[src/rtl/core/rgbbm_pkg.sv]
package rgbbm_pkg;

    // Widths of the pixel word, one output channel and the mask analysis.
    localparam int PIX_W       = 16;
    localparam int CH_W        = 8;
    localparam int START_W     = 4;
    localparam int LEN_W       = 4;
    localparam int MAX_RUN     = 8;
    localparam int CFG_IDX_W   = 2;
    localparam int OUT_W       = 3 * CH_W;

    // Reciprocal multiplier: q = (x * m) >> RECIP_SHIFT with m = ceil(2^24 / d).
    localparam int RECIP_W     = 25;
    localparam int RECIP_SHIFT = 24;
    localparam int PROD_W      = PIX_W + RECIP_W;

    localparam logic [CH_W-1:0]  FULL_SCALE = 8'd255;

    localparam logic [PIX_W-1:0] RED_MASK_RST   = 16'hF800;
    localparam logic [PIX_W-1:0] GREEN_MASK_RST = 16'h07E0;
    localparam logic [PIX_W-1:0] BLUE_MASK_RST  = 16'h001F;

    typedef enum logic [CFG_IDX_W-1:0] {
        REG_RED_MASK   = 2'd0,
        REG_GREEN_MASK = 2'd1,
        REG_BLUE_MASK  = 2'd2
    } cfg_index_t;

    // Load enables of the three pipeline stages, shared by all channels.
    typedef struct packed {
        logic s1;
        logic s2;
        logic s3;
    } stage_en_t;

    // Scaled reciprocal of the divisor 2^len - 1 (divisor 1 for a run of 0 or 1).
    // The rounding error stays below the divisor, so the quotient is exact
    // for every dividend below 2^16.
    function automatic logic [RECIP_W-1:0] recip_of_len(input logic [LEN_W-1:0] len);
        logic [RECIP_W-1:0] m;
        case (len)
            4'd0:    m = 25'd16777216;
            4'd1:    m = 25'd16777216;
            4'd2:    m = 25'd5592406;
            4'd3:    m = 25'd2396746;
            4'd4:    m = 25'd1118482;
            4'd5:    m = 25'd541201;
            4'd6:    m = 25'd266306;
            4'd7:    m = 25'd132105;
            4'd8:    m = 25'd65794;
            default: m = 25'd65794;
        endcase
        return m;
    endfunction

endpackage

[src/rtl/core/rgb16_bitmask_to_rgb888_unit.sv]
// Expands 16-bit packed pixels into 8-bit red, green and blue.
// Input stream s_axis carries one packed pixel per item; output stream m_axis
// carries one 24-bit colour item per input item, in the same order.
// Three channel masks are written through the plain write port (cfg_we,
// cfg_index, cfg_wdata); a write to index three is ignored. Masks should be
// changed only while no item is in flight.
// The pipeline has three stages from acceptance to m_axis_tvalid: mask
// analysis, run length and field alignment, and the reciprocal multiply with
// saturation that feeds the output register.
// Throughput is one item per clock whenever the receiver takes every item.
// When the receiver stalls, the output register holds its item and each stage
// fills in turn; s_axis_tready falls only once all three stages are full, so
// no item is lost or repeated.
// Reset (rst_n low, asynchronous) empties the pipeline and restores the masks
// to the 5-6-5 layout: red 0xF800, green 0x07E0, blue 0x001F.
module rgb16_bitmask_to_rgb888_unit (
    input  logic                            clk,
    input  logic                            rst_n,
    input  logic                            s_axis_tvalid,
    output logic                            s_axis_tready,
    input  logic [rgbbm_pkg::PIX_W-1:0]     s_axis_tdata,   // [15:0] packed_pixel
    output logic                            m_axis_tvalid,
    input  logic                            m_axis_tready,
    output logic [rgbbm_pkg::OUT_W-1:0]     m_axis_tdata,   // [7:0] red_out,
                                                            // [15:8] green_out,
                                                            // [23:16] blue_out
    input  logic                            cfg_we,
    input  logic [rgbbm_pkg::CFG_IDX_W-1:0] cfg_index,
    input  logic [rgbbm_pkg::PIX_W-1:0]     cfg_wdata
);
    import rgbbm_pkg::*;

    // Configuration registers.
    logic [PIX_W-1:0] red_mask_reg;
    logic [PIX_W-1:0] green_mask_reg;
    logic [PIX_W-1:0] blue_mask_reg;

    always_ff @(posedge clk or negedge rst_n)
    begin
        if (!rst_n)
        begin
            red_mask_reg   <= RED_MASK_RST;
            green_mask_reg <= GREEN_MASK_RST;
            blue_mask_reg  <= BLUE_MASK_RST;
        end
        else if (cfg_we)
        begin
            case (cfg_index)
                REG_RED_MASK:   red_mask_reg   <= cfg_wdata;
                REG_GREEN_MASK: green_mask_reg <= cfg_wdata;
                REG_BLUE_MASK:  blue_mask_reg  <= cfg_wdata;
                default:        ;
            endcase
        end
    end

    // Pipeline control. A stage may load when it is empty or when the stage
    // after it is moving on in the same cycle.
    logic      v1_reg, v2_reg, v3_reg;
    logic      v1_next, v2_next, v3_next;
    logic      ready1, ready2, ready3;
    stage_en_t en;

    always_comb
    begin
        ready3  = !v3_reg || m_axis_tready;
        ready2  = !v2_reg || ready3;
        ready1  = !v1_reg || ready2;
        v1_next = ready1 ? s_axis_tvalid : v1_reg;
        v2_next = ready2 ? v1_reg : v2_reg;
        v3_next = ready3 ? v2_reg : v3_reg;
        en.s1   = ready1 && s_axis_tvalid;
        en.s2   = ready2 && v1_reg;
        en.s3   = ready3 && v2_reg;
    end

    always_ff @(posedge clk or negedge rst_n)
    begin
        if (!rst_n)
        begin
            v1_reg <= 1'b0;
            v2_reg <= 1'b0;
            v3_reg <= 1'b0;
        end
        else
        begin
            v1_reg <= v1_next;
            v2_reg <= v2_next;
            v3_reg <= v3_next;
        end
    end

    assign s_axis_tready = ready1;
    assign m_axis_tvalid = v3_reg;

    // One datapath per colour channel, all driven by the same stage enables.
    logic [CH_W-1:0] red_val;
    logic [CH_W-1:0] green_val;
    logic [CH_W-1:0] blue_val;

    rgbbm_chan u_red (
        .clk   (clk),
        .en    (en),
        .pixel (s_axis_tdata),
        .mask  (red_mask_reg),
        .value (red_val)
    );

    rgbbm_chan u_green (
        .clk   (clk),
        .en    (en),
        .pixel (s_axis_tdata),
        .mask  (green_mask_reg),
        .value (green_val)
    );

    rgbbm_chan u_blue (
        .clk   (clk),
        .en    (en),
        .pixel (s_axis_tdata),
        .mask  (blue_mask_reg),
        .value (blue_val)
    );

    assign m_axis_tdata = {blue_val, green_val, red_val};

`ifndef SYNTH
    // An empty first stage always takes an item.
    a_ready_when_empty: assert property (@(posedge clk) disable iff (!rst_n)
        !v1_reg |-> s_axis_tready)
        else $error("input not ready although the first stage is empty");

    // With every stage full and the receiver stalled, no item may enter.
    a_full_blocks: assert property (@(posedge clk) disable iff (!rst_n)
        (v1_reg && v2_reg && v3_reg && !m_axis_tready) |-> !s_axis_tready)
        else $error("item accepted into a full, stalled pipeline");

    // An accepted item occupies the first stage in the next cycle.
    a_accept_fills: assert property (@(posedge clk) disable iff (!rst_n)
        (s_axis_tvalid && s_axis_tready) |=> v1_reg)
        else $error("accepted item did not reach the first stage");

    // An item in the middle stage is never dropped while the output stalls.
    a_mid_holds: assert property (@(posedge clk) disable iff (!rst_n)
        (v2_reg && v3_reg && !m_axis_tready) |=> (v2_reg && v3_reg))
        else $error("item lost from the middle stage during a stall");
`endif

endmodule

[src/rtl/core/rgbbm_chan.sv]
module rgbbm_chan (
    input  logic                        clk,
    input  rgbbm_pkg::stage_en_t        en,
    input  logic [rgbbm_pkg::PIX_W-1:0] pixel,
    input  logic [rgbbm_pkg::PIX_W-1:0] mask,
    output logic [rgbbm_pkg::CH_W-1:0]  value
);
    import rgbbm_pkg::*;

    // Stage 1: mask the pixel and find the lowest set bit of the mask.
    logic [PIX_W-1:0]   masked_reg;
    logic [PIX_W-1:0]   mask_reg;
    logic [START_W-1:0] start_reg;
    logic [START_W-1:0] start_next;

    always_comb
    begin
        start_next = '0;
        for (int i = PIX_W - 1; i >= 0; i--)
        begin
            if (mask[i])
            begin
                start_next = START_W'(i);
            end
        end
    end

    always_ff @(posedge clk)
    begin
        if (en.s1)
        begin
            masked_reg <= pixel & mask;
            mask_reg   <= mask;
            start_reg  <= start_next;
        end
    end

    // Stage 2: align the field, measure the run of ones and flag overflow.
    logic [PIX_W-1:0] field_full;
    logic [PIX_W-1:0] run_mask;
    logic [LEN_W-1:0] len_next;
    logic             sat_next;
    logic [CH_W-1:0]  field_reg;
    logic [LEN_W-1:0] len_reg;
    logic             sat_reg;

    always_comb
    begin
        logic run;
        field_full = masked_reg >> start_reg;
        run_mask   = mask_reg >> start_reg;
        run        = 1'b1;
        len_next   = '0;
        for (int i = 0; i < MAX_RUN; i++)
        begin
            if (run && run_mask[i])
            begin
                len_next = len_next + 1'b1;
            end
            else
            begin
                run = 1'b0;
            end
        end
        // A field above 2^len - 1 gives a quotient of 255 or more.
        sat_next = (field_full >> len_next) != '0;
    end

    always_ff @(posedge clk)
    begin
        if (en.s2)
        begin
            field_reg <= field_full[CH_W-1:0];
            len_reg   <= len_next;
            sat_reg   <= sat_next;
        end
    end

    // Stage 3: 255 * field divided by 2^len - 1 through the reciprocal.
    logic [PIX_W-1:0]  scaled;
    logic [PROD_W-1:0] prod;
    logic [CH_W-1:0]   value_next;
    logic [CH_W-1:0]   value_reg;

    always_comb
    begin
        scaled     = {field_reg, CH_W'(0)} - {CH_W'(0), field_reg};
        prod       = PROD_W'(scaled) * PROD_W'(recip_of_len(len_reg));
        value_next = sat_reg ? FULL_SCALE : prod[RECIP_SHIFT+CH_W-1:RECIP_SHIFT];
    end

    always_ff @(posedge clk)
    begin
        if (en.s3)
        begin
            value_reg <= value_next;
        end
    end

    assign value = value_reg;

endmodule
[config.mk]
export PLATFORM = sky130hd
export DESIGN_NAME = rgb16_bitmask_to_rgb888_unit
export DESIGN_NICKNAME = d
export VERILOG_FILES = /design/src/rtl/core/rgbbm_pkg.sv /design/src/rtl/core/rgb16_bitmask_to_rgb888_unit.sv /design/src/rtl/core/rgbbm_chan.sv
export SDC_FILE = /design/constraint.sdc
export NUM_CORES = 2
export LEC_CHECK = 0
export BUFFER_PORTS_ARGS = -buffer_cell sky130_fd_sc_hd__buf_2
export CAP_MARGIN = 20
export CORE_UTILIZATION = 60
export CTS_CLUSTER_DIAMETER = 150
export CTS_CLUSTER_SIZE = 40
export DETAILED_ROUTE_END_ITERATION = 16
export MAX_ROUTING_LAYER = met4
export PLACE_DENSITY_LB_ADDON = 0.3
export REMOVE_ABC_BUFFERS = 1
export SLEW_MARGIN = 20
export SYNTH_ARGS = -nofsm -noshare
export SYNTH_HDL_FRONTEND = slang
export SYNTH_HIERARCHICAL = 1
export SYNTH_SLANG_ARGS = --single-unit
[constraint.sdc]
create_clock -name clk -period 7.78 [get_ports clk]
set_input_delay 1.556 -clock clk [delete_from_list [all_inputs] [get_ports clk]]
set_output_delay 1.556 -clock clk [all_outputs]
set_load 0.02 [all_outputs]
* Yosys cells after proc, flatten, opt, wreduce, memory -nomap -nowiden
Memories as Yosys holds them, arrays and structs flattened. A register that Yosys moved wholly into a read port is not among the register bits.
Index checks and enable logic that the tools add are counted.
** Word-level totals
- Flip-flop bits (word level) :: 222
- Bits in read-only memories :: 960
- Bits of input ports :: 39
- Output and inout bits :: 26
- Logic and storage cells :: 219
- Memories kept :: 3
** Cells by class
- Add/sub/neg operators :: 24
- $mul :: 3
- Eq/ne operators :: 2
- Shift-type cells :: 9
- Mux-type cells :: 93
- Bitwise logic cells :: 3
- Reduce and logical (&&, ||, !) cells :: 46
** Memory list
- (no name shown) :: words 16, width 20, rd ports 1, clocked after memory_dff 1, wr ports 0, line rgbbm_pkg.sv:41 : case (len)
- (no name shown) :: words 16, width 20, rd ports 1, clocked after memory_dff 1, wr ports 0, line rgbbm_pkg.sv:41
- (no name shown) :: words 16, width 20, rd ports 1, clocked after memory_dff 1, wr ports 0, line rgbbm_pkg.sv:41
** Operators by type and width (number)
- $mux W4 :: 48
- $mul A16 B25 Y32 :: 3
- $shr A16 B4 Y16 :: 6
- $add A4 B1 Y4 const B :: 18
- $and A16 B16 Y16 :: 3
- $reduce_bool A16 Y1 :: 3
- $shr A16 B4 Y8 :: 3
- $sub A16 B8 Y16 :: 3
- $mux W3 :: 12
- $mux W1 :: 27
- $logic_and A1 B1 Y1 :: 24
- $reduce_or A8 Y1 :: 3
- $mux W2 :: 6
- $reduce_or A4 Y1 :: 3
- $add A1 B1 Y2 const B :: 3
- $reduce_and A2 Y1 :: 3
- $reduce_or A2 Y1 :: 3
- $logic_not A1 Y1 :: 3
- $logic_or A1 B1 Y1 :: 3
- $eq A2 B1 Y1 const B :: 1
- $eq A2 B2 Y1 const B :: 1
- $logic_not A2 Y1 :: 1

* Logic depth before layout (Yosys ltp)
- Depth after elaboration :: 18
- Mapped depth :: 32
- Gate-level depth less buffers :: 30

* Modules after synthesis
Netlist, hierarchy kept.
** By module, submodules not included
- rgbbm_chan at u_green :: instances 1, cells an instance 1453, area each 13761.9 um^2, seq. area each 2031.9 um^2
- rgbbm_chan at u_blue :: instances 1, cells an instance 1443, area each 13713.2 um^2, seq. area each 2031.9 um^2
- rgbbm_chan at u_red :: instances 1, cells an instance 1457, area each 13685.6 um^2, seq. area each 2031.9 um^2
- rgb16_bitmask_to_rgb888_unit :: instances 1, cells an instance 114, area each 1970.6 um^2, seq. area each 1296.2 um^2

* Worst setup path before layout
OpenSTA, ideal clock, no wires.
- Path kind :: register -> register
- From :: register u_red.field_reg[0]
- To :: register u_red.value_reg[7], in the netlist u_red/value[7], data pin
- Library setup time :: 256 ps
- Data arrival time :: 7054 ps
- Setup slack :: 471 ps
- Stages on the path, launching flop included :: 26
- Buffers on the path :: 2
- Period minus slack after synthesis :: 7309 ps
- Cells stage by stage :: edfxtp_1 -> clkbuf_1 -> or4_1 -> or3_1 -> o21a_1 -> nor2_1 -> clkbuf_1 -> nand2_1 -> fa_1 -> fa_1 -> fa_1 -> inv_1 -> fa_1 -> fa_1 -> fa_1 -> ha_1 -> and4_1 -> nand2_1 -> nor2_1 -> a221oi_1 -> o21ai_0 -> o211ai_1 -> a21oi_1 -> o32ai_1 -> xnor2_1 -> nand2_1
** On the way
- Cells in the longest elaborated chain, start to end :: 2
** RTL lines
- start: declaration :: line rgbbm_chan.sv:43 : logic [CH_W-1:0] field_reg;
- start signal: assignment :: line rgbbm_chan.sv:73 : field_reg <= field_full[CH_W-1:0];
- $sub A16 B8 Y16 :: line rgbbm_chan.sv:87 : scaled = {field_reg, CH_W'(0)} - {CH_W'(0), field_reg};
- $mul A16 B25 Y32 :: line rgbbm_chan.sv:88 : prod = PROD_W'(scaled) * PROD_W'(recip_of_len(len_reg));
- end signal: assignment :: line rgbbm_chan.sv:96 : value_reg <= value_next;
- end: declaration :: line rgbbm_chan.sv:83 : logic [CH_W-1:0] value_reg;
No other way between the ends.
A chain may end at the register's enable or synchronous reset.

* Final worst setup path
- From :: register u_green.field_reg[0]
- To :: register u_green.value_reg[7], in the netlist u_green/value[7], data pin
** On the way
- Cells in the longest elaborated chain, start to end :: 2
** RTL lines (line)
- start: declaration :: rgbbm_chan.sv:43
- start signal: assignment :: rgbbm_chan.sv:73
- $sub A16 B8 Y16 :: rgbbm_chan.sv:87
- $mul A16 B25 Y32 :: rgbbm_chan.sv:88
- end signal: assignment :: rgbbm_chan.sv:96
- end: declaration :: rgbbm_chan.sv:83
No other way between the ends.

==> flow_summary.toml <==
[run_status]
status = "completed"

[critical_path]
worstSetupStartpointType = "flop"
cp.arrival_ps = 7770
r2r-end = "u_green/value[7]$_SDFFCE_PP1P_"
timing.rr.start = "u_green/field_reg[0]$_DFFE_PP_"
end_kind = "flop"
worstSetupPathType = "reg -> reg"
worstPathMaxFanout = 15
required_ps = 8020
r2r_setup_slack_ps = 250
reg2regPathDepth = 26

[timing]
worstMarginPinSlew_ps = 1050
skew_ps = 30.0
hold_violations = 0
finalSetupTns_ps = 0
max_freq_mhz = 133
fin_crit_sh_pct = 96.7
layout_setup_ws_ps = 255
setup_viol = 0
final_max_slew_viol_count = 0
min_period_ps = 7530
max_slew_margin_pct = 30.0

[clocking]
cts_tree = "yes"
clk_latency_ps = 510
cts_root_buffer = "clkbuf_16"
clk_pin_slew_ps = 130
htree_levels = 1
cts-buffers-inserted = 11
cts_max_path_buffers = 3
hold_buffers = 0
clock-sinks = 270

[finish]
drive_gt1_share_pct = 9.83
fin_nets = 5601
syn_to_final_growth_pct = 5.41
final_util_pct = 64.4

[synthesis]
syn_area_sq_um = 43100
async_flop_share_pct = 18.9
yosys-top-cells-area = "fa_1 (30%), edfxtp_1 (12%), ha_1 (12%)"
post_synth_num_cell_types = 115
yosys_warnings = 6
syn-instance-count = 4467
synth_edf_count = 171
synth_top_area_share_pct = 29.8
yosysSeqAreaShare_pct = 17.1
ys_ff_latch = 270
ys.flop_type = "edfxtp_1"
synth_top_area_cell = "fa_1"
syn_area_per_cell_sq_um = 9.66

[floorplanning]
rows = 97
initial_core_util_pct = 61.1
core_sq_um = 70600
die_area_sq_um = 73000
fp.dieH_um = 270
ios = 65
die_w_um = 270

[global_routing]
grt_max_degree = 65
grt_overflow = 0
grt_pass1_wl_um = 172000
grt_pass1_vias = 32151
grt.total_usage_pct = 30.7
antenna_found_initial = 1

[placement]
gp_congestion = 1.01
io_buffers = 64
hpwl_um = 87600
place_ws_ps = -46.3

[routing]
wl_met1_um = 43800
via_per_inst = 5.73
drt-wirelength-per-cell_um = 19.5
routed_wl_um = 107000
vias = 31283
top_layer = "met4"
wl_met3_um = 8460
drtPass1Iterations = 6
ant_nets = 0
drc = 0
drt-initial-drc-count = 2528
wl_met2_um = 50500

[power_and_ir_drop]
p_per_area_nw_per_um2 = 409
p_int_uw = 8880
peakVddDrop_uv = 666
power_frac_clock_pct = 4.0
pwr-share-seq_pct = 11.8
p_leak_uw = 0.0220
combPwrFrac_pct = 84.2
p_sw_uw = 9720
p_sw_share_pct = 52.3

[worst_hold_path]
min_to = "v2_reg$_DFFE_PN0P_"
hold_path_depth = 1
min_path_type = "reg -> reg"
min_from = "v1_reg$_DFFE_PN0P_"

[flow_run]
cap_violations = 0
metrics by stage:
step                      instances  hold WS, ps  area [sq um]  total power, uW
final                          5460          492         45500            18600
after global placement         5430          459         44800            17200
after CTS                      5448          492         45200            18500
after global routing           5460          534         45500            21000
after floorplan                4299          449         42400            13100
after detailed placement       5431          469         44900            17600
layout by cell type, fill, tap and decap left out, drive strengths merged, types with 9 or more instances in the layout:
cell	n
clkbuf	14
mux4	34
xnor2	69
inv	955
edfxtp	171
o211ai	18
dfstp	16
o21a	20
or3	13
a21boi	12
o21ai	70
o21bai	14
ha	405
fa	642
or4	9
nor2	108
mux2	89
mux2i	98
a21o	40
o22ai	18
and2	459
nor3	68
a211oi	16
nor4	15
and3	47
nand2	391
nor2b	32
a21oi	113
o31ai	9
a31oi	12
or2	20
xor2	25
nand2b	30
nand3	35
buf	203
dfxtp	48
dfrtp	35
per-layer routing:
metal / GRT usage [%] / up-vias
li1: - / 14273
met1: 40.0 / 15455
met2: 48.9 / 1313
met3: 4.81 / 242
met4: 10.3 / 0
met5: - / -
worst max-delay path, cell delays in order, from the launching register on:
cell and delay [ps]:
edfxtp_1 420, or2_2 350, or3_1 440, a21oi_2 200
buf_4 280, nand2_1 210, fa_1 570, inv_1 60
fa_1 530, inv_1 50, fa_1 470, fa_1 500
fa_1 490, inv_1 50, fa_1 430, ha_1 310
a21o_1 180, a21o_1 180, a21o_1 160, a21oi_1 130
o31ai_1 130, a221oi_2 280, buf_4 160, o21ai_2 80
nor4_2 310, o31a_1 200, o21ai_1 60
final cells by class:
class | count | area (sq um)
multi-input combinational | 3071 | 31500
antenna | 1 | 2.50
tap | 940 | 1180
inverter | 958 | 3600
clock buffer | 14 | 287
clock inverter | 3 | 58.8
fill | 5751 | 25200
timing repair buffer | 203 | 1430
sequential | 270 | 7390
worst max path at each step:
stage	from	to	slack, ps
final	u_green/field_reg[0]$_DFFE_PP_	u_green/value[7]$_SDFFCE_PP1P_	250
after global routing	u_green/field_reg[0]$_DFFE_PP_	u_green/value[7]$_SDFFCE_PP1P_	-40
after CTS	u_red/field_reg[0]$_DFFE_PP_	u_red/value[7]$_SDFFCE_PP1P_	30
after detailed placement	u_blue/field_reg[0]$_DFFE_PP_	u_blue/value[6]$_SDFFCE_PP1P_	-50
after global placement	u_green/field_reg[5]$_DFFE_PP_	u_green/value[7]$_SDFFCE_PP1P_	110
after floorplan	u_red/field_reg[0]$_DFFE_PP_	u_red/value[7]$_SDFFCE_PP1P_	100
cells by family (layout without fill, tap and decap cells):
kind of cell	count (synthesis)	after routing	synth area share, %
DFF	270	270	17.1
muxes	221	221	6.53
xor gates and xnor gates	97	97	2.08
buffers and inverters	1126	1178	10.1
other	0	1	0
adders and majority gates	1047	1047	41.5
and+or+nand+nor	1265	1265	15.5
AOI/OAI and AO/OA	441	441	7.08
power groups by stage:
stage          Sequential, uW  Combinational, uW  Clock, uW
2_1_floorplan            2110              11000          0
3_3_place_gp             2210              15000          0
3_5_place_dp             2220              15400          0
4_1_cts                  2190              15600        751
5_1_grt                  2230              17900        791
6_report                 2200              15700        735
cell usage after synthesis (48+ instances only):
cell	n
clkbuf_1	127
nor3_1	65
fa_1	642
inv_1	949
o21ai_0	67
xnor2_1	69
mux2_2	85
ha_1	405
dfxtp_1	48
edfxtp_1	171
a21oi_1	112
mux2i_1	92
and2_1	458
nand2_1	391
nor2_1	107
repair_timing:
item,CTS,global route
gates resized for setup,4,40
endpoints found under the setup margin,3,16
pin swaps,0,4
setup buffers,0,11
No activity file was read; power rests on OpenSTA's default activity.
